## config.mk

```make
export PLATFORM = sky130hd
export DESIGN_NAME = amt_ctrl
export DESIGN_NICKNAME = d
export VERILOG_FILES = /design/src/sv/amt_pkg.sv /design/src/sv/amt_ctrl.sv
export VERILOG_INCLUDE_DIRS = /design/src /design/src/sv
export SDC_FILE = /design/constraint.sdc
export NUM_CORES = 1
export LEC_CHECK = 0
export ABC_AREA = 1
export ABC_CLOCK_PERIOD_IN_PS = 3400
export BUFFER_PORTS_ARGS = -buffer_cell sky130_fd_sc_hd__buf_4
export CAP_MARGIN = 20
export CORE_AREA = 4 4 41 43
export DETAILED_ROUTE_END_ITERATION = 8
export DIE_AREA = 0 0 45 47
export SYNTH_ARGS = -nofsm -noshare
export SYNTH_HDL_FRONTEND = slang
export SYNTH_SLANG_ARGS = --single-unit
export TNS_END_PERCENT = 5
```

## constraint.sdc

```tcl
create_clock -name clk -period 3.4 [get_ports clk]
set_input_delay 0.51 -clock clk [delete_from_list [all_inputs] [get_ports clk]]
set_output_delay 0.51 -clock clk [all_outputs]
set_load 0.01 [all_outputs]
```

## src/sv/accumulator_machine_step_top_assert.svh

```systemverilog
// Assertion macros used by the accumulator machine controller.
`ifndef ACCUMULATOR_MACHINE_STEP_TOP_ASSERT_SVH
`define ACCUMULATOR_MACHINE_STEP_TOP_ASSERT_SVH

// Same-cycle implication.
`define AMT_ASSERT_NOW(label, clk, rst, pre, post) \
  label: assert property (@(posedge clk) disable iff (rst) (pre) |-> (post)) \
    else $error("amt: same-cycle check failed");

// Next-cycle implication.
`define AMT_ASSERT_NEXT(label, clk, rst, pre, post) \
  label: assert property (@(posedge clk) disable iff (rst) (pre) |=> (post)) \
    else $error("amt: next-cycle check failed");

`endif

```

## src/sv/amt_pkg.sv

```systemverilog
// Types and constants shared by the accumulator machine modules.
package amt_pkg;

  localparam logic [2:0] KIND_PWRITE = 3'd0;
  localparam logic [2:0] KIND_DWRITE = 3'd1;
  localparam logic [2:0] KIND_DREAD  = 3'd2;
  localparam logic [2:0] KIND_START  = 3'd3;
  localparam logic [2:0] KIND_STEP   = 3'd4;

  localparam logic [7:0] OP_NOP   = 8'd0;
  localparam logic [7:0] OP_LDI   = 8'd1;
  localparam logic [7:0] OP_LOAD  = 8'd2;
  localparam logic [7:0] OP_STORE = 8'd3;
  localparam logic [7:0] OP_INC   = 8'd4;
  localparam logic [7:0] OP_DEC   = 8'd5;
  localparam logic [7:0] OP_JMP   = 8'd6;
  localparam logic [7:0] OP_JLE   = 8'd7;
  localparam logic [7:0] OP_HALT  = 8'd8;

  localparam logic [2:0] STOP_RUN     = 3'd0;
  localparam logic [2:0] STOP_HALT    = 3'd1;
  localparam logic [2:0] STOP_BADOP   = 3'd2;
  localparam logic [2:0] STOP_NEGJ    = 3'd3;
  localparam logic [2:0] STOP_BADADDR = 3'd4;
  localparam logic [2:0] STOP_PAST    = 3'd5;

  localparam int CFG_W = 9;
  localparam logic [CFG_W-1:0] PLEN_RESET = 9'd256;

  typedef struct packed {
    logic [2:0]         kind;
    logic [7:0]         address;
    logic [7:0]         opcode;
    logic signed [31:0] value;
  } req_item_t;

  typedef struct packed {
    logic signed [31:0] accumulator;
    logic [7:0]         program_counter;
    logic               halted;
    logic [2:0]         stop_status;
    logic signed [31:0] read_data;
  } rsp_item_t;

  typedef struct packed {
    logic clr;
    logic take;
    logic exec;
    logic load_rd;
    logic load_wr;
  } cmd_t;

  typedef struct packed {
    logic clear_last;
    logic need_load;
  } sts_t;

endpackage

```

## src/sv/amt_ctrl.sv

```systemverilog
// Controller: clear pass, item sequencing and result register handshake.
module amt_ctrl (
  input  logic          clk,
  input  logic          rst,
  input  logic          req_valid,
  output logic          req_ready,
  output logic          rsp_valid,
  input  logic          rsp_ready,
  input  amt_pkg::sts_t sts,
  output amt_pkg::cmd_t cmd
);
  import amt_pkg::*;

  `include "accumulator_machine_step_top_assert.svh"

  typedef enum logic [1:0] {
    S_CLEAR,
    S_IDLE,
    S_EXEC,
    S_LOAD
  } state_t;

  state_t state;
  state_t state_next;
  logic   out_valid;
  logic   out_free;
  logic   push;

  assign out_free  = !out_valid || rsp_ready;
  assign req_ready = state == S_IDLE;
  assign rsp_valid = out_valid;

  always_comb begin
    cmd        = '0;
    state_next = state;
    push       = 1'b0;
    unique case (state)
      S_CLEAR: begin
        cmd.clr = 1'b1;
        if (sts.clear_last) begin
          state_next = S_IDLE;
        end
      end
      S_IDLE: begin
        if (req_valid) begin
          cmd.take   = 1'b1;
          state_next = S_EXEC;
        end
      end
      S_EXEC: begin
        if (out_free) begin
          if (sts.need_load) begin
            cmd.load_rd = 1'b1;
            state_next  = S_LOAD;
          end else begin
            cmd.exec   = 1'b1;
            push       = 1'b1;
            state_next = S_IDLE;
          end
        end
      end
      S_LOAD: begin
        if (out_free) begin
          cmd.load_wr = 1'b1;
          push        = 1'b1;
          state_next  = S_IDLE;
        end
      end
      default: state_next = S_CLEAR;
    endcase
  end

  always_ff @(posedge clk) begin
    if (rst) begin
      state     <= S_CLEAR;
      out_valid <= 1'b0;
    end else begin
      state <= state_next;
      if (push) begin
        out_valid <= 1'b1;
      end else if (rsp_ready) begin
        out_valid <= 1'b0;
      end
    end
  end

  `AMT_ASSERT_NOW(a_cmd_onehot, clk, rst, 1'b1, $onehot0(cmd))
  `AMT_ASSERT_NOW(a_no_overwrite, clk, rst, push, !out_valid || rsp_ready)
  `AMT_ASSERT_NEXT(a_one_at_a_time, clk, rst, cmd.take, !req_ready)
  `AMT_ASSERT_NOW(a_clear_blocks, clk, rst, cmd.clr, !req_ready && !push)

endmodule

```

* After elaboration in Yosys (flattened, before gate mapping)
Cells that the tools add are included.
Storage, ports and cells: bits in registers 3, input bits 6, output and inout bits 7, logic and storage cells 33
Operators by class: equality and inequality tests 7, mux-type cells 19, reductions and logical operators 5
Operators with widths (number):
- $mux W2 | 7
- $mux W1 | 10
- $ne A2 B2 Y1 const B | 4
- $pmux W2 S4 | 1
- $eq A2 B2 Y1 const B | 2
- $reduce_and A4 Y1 | 1
- $eq A2 B1 Y1 const B | 1
- $logic_not A2 Y1 | 1
- $pmux W1 S2 | 1
- $reduce_bool A2 Y1 | 1
- $logic_not A1 Y1 | 1
- $logic_or A1 B1 Y1 | 1

* Longest topological paths before layout
depth in word-level cells 5, depth in mapped cells 8, gate-level depth less buffers 8

* Worst setup path before layout
Ideal clock, no wire load.
path type reg2out, start reg state[0], end out cmd[2] (netlist name), arrival time 936 ps, required time 2890 ps, setup slack 1954 ps, stages on the path, launching flop included 5, buffers on the path 0, cell sequence dfxtp_1 > inv_1 > ha_1 > inv_1 > nor3_1
RTL lines:
- start: declaration | line amt_ctrl.sv:23 | state_t state;
- start signal: assignment | line amt_ctrl.sv:78 | state <= state_next;
- end: declaration | line amt_ctrl.sv:10 | output amt_pkg::cmd_t cmd

==> results.txt <==
- The flow ran to the end, and the final reports show no timing, DRC or antenna violations.
- Cell types with the largest area share after synthesis: ha_1 21%, dfxtp_1 21%, inv_1 17%
- The worst setup path is of the reg -> out kind.
- Data arrives at the worst endpoint at around 1.2 ns.
- Residual DRC count: 0
- Post-CTS repair timing setup buffer count: 0
* Sequential fraction of the synthesis area: between 20% and 30%
- Syn Nets: 60
- Setup repair after global routing left no endpoint under its margin.
- Count of max-cap constraint violations: 0
- Clock transition at the register clock pins on the worst setup and hold paths after CTS: ~0.040 ns
* Number of sinks on the clock net: 3
- Count of buffers inserted at the top-level ports: 12
- Final number of setup-violating endpoints: 0
- Type of origin of the critical path: flip-flop
- For this run, the share of the core covered by cells in the final layout is between 30% and 40%.
- Fill count: around 150
- Wire length per cell after detailed routing: just under 8 µm
- Post-cts resize count: 0
* Post-synthesis instance area: between 200 and 300 µm²
- Hold-critical path endpoint: state[1]
- Count of endpoints failing hold in the final timing report: 0
- The first global-routing pass estimated roughly 1.0 mm of wire.
- CTS H-tree depth: 1
- Counting flops and latches in the post-synthesis netlist gives 3.
- Die Area: ~2100 µm²
- Worst R2R Setup Slack: ~2.2 ns
- 13 I/O pins were placed.
- Number of DRC markers after the initial detailed-route iteration: 2
- In this run the clock root is driven by a clkbuf_4.
* Endpoint class of the critical path: output port
- After the last flow step, the layout net total stands at 77.
- Compared with the post-synthesis result, the final layout area differs by 46.4%.
- GRT Overall Usage: 6.95%
* Share of cells above drive strength 1: approximately a quarter
- Number of warning messages in the yosys log: 0
- The worst pin sits at a relative slew slack of between 80% and 90%.
* Vias per std cell: 3.73
* CP max FO: 5
- Worst Hold Depth: 2
* Antenna Nets Post-Route: 0
* Hold bufs inserted after CTS: 0
* Routability congestion estimate from global placement: between 0.7 and 0.8
- Counting cells, the worst reg-to-reg path comes to 8.
* Wire length reported by the detailed router: slightly above 600 µm
* Synth Instances: 49
- In this run, distinct cell masters in the synthesized netlist total 10.
- The first TritonRoute pass finished after 4 iterations.
- Global routing finished with a remaining overflow of 0.
- FF-to-FF End: state[0]
* Later-pin clock latency in the skew report: between 0.2 and 0.25 ns
- Static timing analysis puts the maximum clock frequency at around 570 MHz.
- Peak VDD IR: about 0.16 mV
* Worst clock skew: ~0.0032 ns
* RR Startpoint: state[0]
* Final sum of negative setup slack: 0 ns
- Die width: 45 µm
- Summing over every cut layer, the via total after detailed routing is 298.
- Site row count: 13
- Path type of the worst min-delay path: reg -> reg
- In the finished design, the share of the clock period the worst path needs comes to 51.4%.
- In this run the deepest clock path goes through 2 buffers.
* Min cycle time layout: roughly 1.7 ns
- Hold timing on the final database bottoms out at a slack of ~0.54 ns.
* Final Non-Filler Cells: 80
* Total power draw: around 230 µW
- HPWL after detailed placement: between 500 and 600 µm
- Post-placement cell count: between 70 and 80
- The synthesized design devotes to its leading area cell type about 21% of total area.
- Die outline height: ~47 µm
- STA puts the critical path data required time at 2.89 ns.
- 0 antenna diodes ended up in the layout.
* Floorplan Core Area: roughly 1300 µm²
* Library cell with the largest summed area after synthesis: ha_1
- TritonCTS built the clock tree.
* Number of buffers added by the clock tree synthesis step: 3
- Power per cell area: around 550 nW/µm²
- Starting utilization of the core area: 22.4%
- Synthesized area divided by synthesized cell count: between 5 and 6 µm²
- Least-Margin Pin Slew: 0.175 ns
- Startpoint of the worst hold path: state[1]
* Reported leakage power: between 0.0002 and 0.0003 µW
- Entering global routing, the biggest net connects 6 pins.
- The initial antenna violation count is 0.
- Max-slew violations: 0
- Vias in the first global route: 260
==> sequential cells by signal (all words and copies together) (netlist names) <==
name and cells:
state 2, rsp_valid 1
==> layout by cell type (no fill, tap or decap), types with 2 or more instances in the layout <==
cell,count
inv_1,13
nand2_1,13
buf_4,12
nor2_1,9
ha_1,5
clkbuf_4,3
dfxtp_1,3
nand3_1,2
==> worst max-delay path, cell delays in order, from the launching register on <==
cell	delay [ns]
dfxtp_1	0.34
inv_1	0.09
ha_1	0.18
inv_1	0.07
nor3_1	0.17
buf_4	0.15
==> stage by stage <==
step | instance area [µm²] | worst slack (ns)
6_report | 427 | 1.65
5_1_grt | 427 | 1.53
4_1_cts | 427 | 1.64
3_5_place_dp | 400 | 1.89
3_3_place_gp | 400 | 1.93
2_1_floorplan | 292 | 1.95
==> layout make-up <==
type | count | area, µm² | share of cell area [%]
multi-input combinational | 33 | 183 | 42.8
sequential | 3 | 60.1 | 14.1
clock buffer | 4 | 26.3 | 6.16
tap | 15 | 18.8 | 4.40
inverter | 13 | 48.8 | 11.4
timing repair buffer | 12 | 90.1 | 21.1
==> kinds of logic (layout without fill, tap and decap cells) <==
group,after synthesis,in the layout,synth area share (%)
and+or+nand+nor,27,27,39.5
buffers and inverters,13,29,16.7
adders and majority gates,5,5,21.5
DFF,3,3,20.6
AOI/OAI and AO/OA,1,1,1.72
==> routing by layer <==
layer	track usage, %	part of all wire, %	vias up
met2	9.89	48	8
met1	8.64	43	120
met5	0	0	-
li1	-	-	170
met4	5.26	0	0
met3	2.30	8.7	0
==> cells in the mapped netlist <==
cell,number
dfxtp_1,3
ha_1,5
inv_1,13
nand2_1,13
nand3_1,2
nor2_1,9
nor2_2,1
nor2_4,1
nor3_1,1
o21ai_0,1
==> worst max-delay path by stage <==
stage	start	to	depth (start not counted)
5_1_grt	state[0]	cmd[2]	5
6_report	state[0]	cmd[2]	5
4_1_cts	state[0]	cmd[2]	5
2_1_floorplan	state[0]	cmd[2]	4
3_5_place_dp	state[0]	cmd[2]	5
3_3_place_gp	state[0]	cmd[2]	5
==> report_power, final <==
part	switching (µW)	leakage (µW)	total, µW	internal, µW
Combinational	64.0	0.000221	118	54.0
Sequential	9.48	0.0000248	53.8	44.3
Clock	18.8	0.0000150	62.8	44.0
Total	92.2	0.000261	234	142
Power figures use the tool's default switching activity.
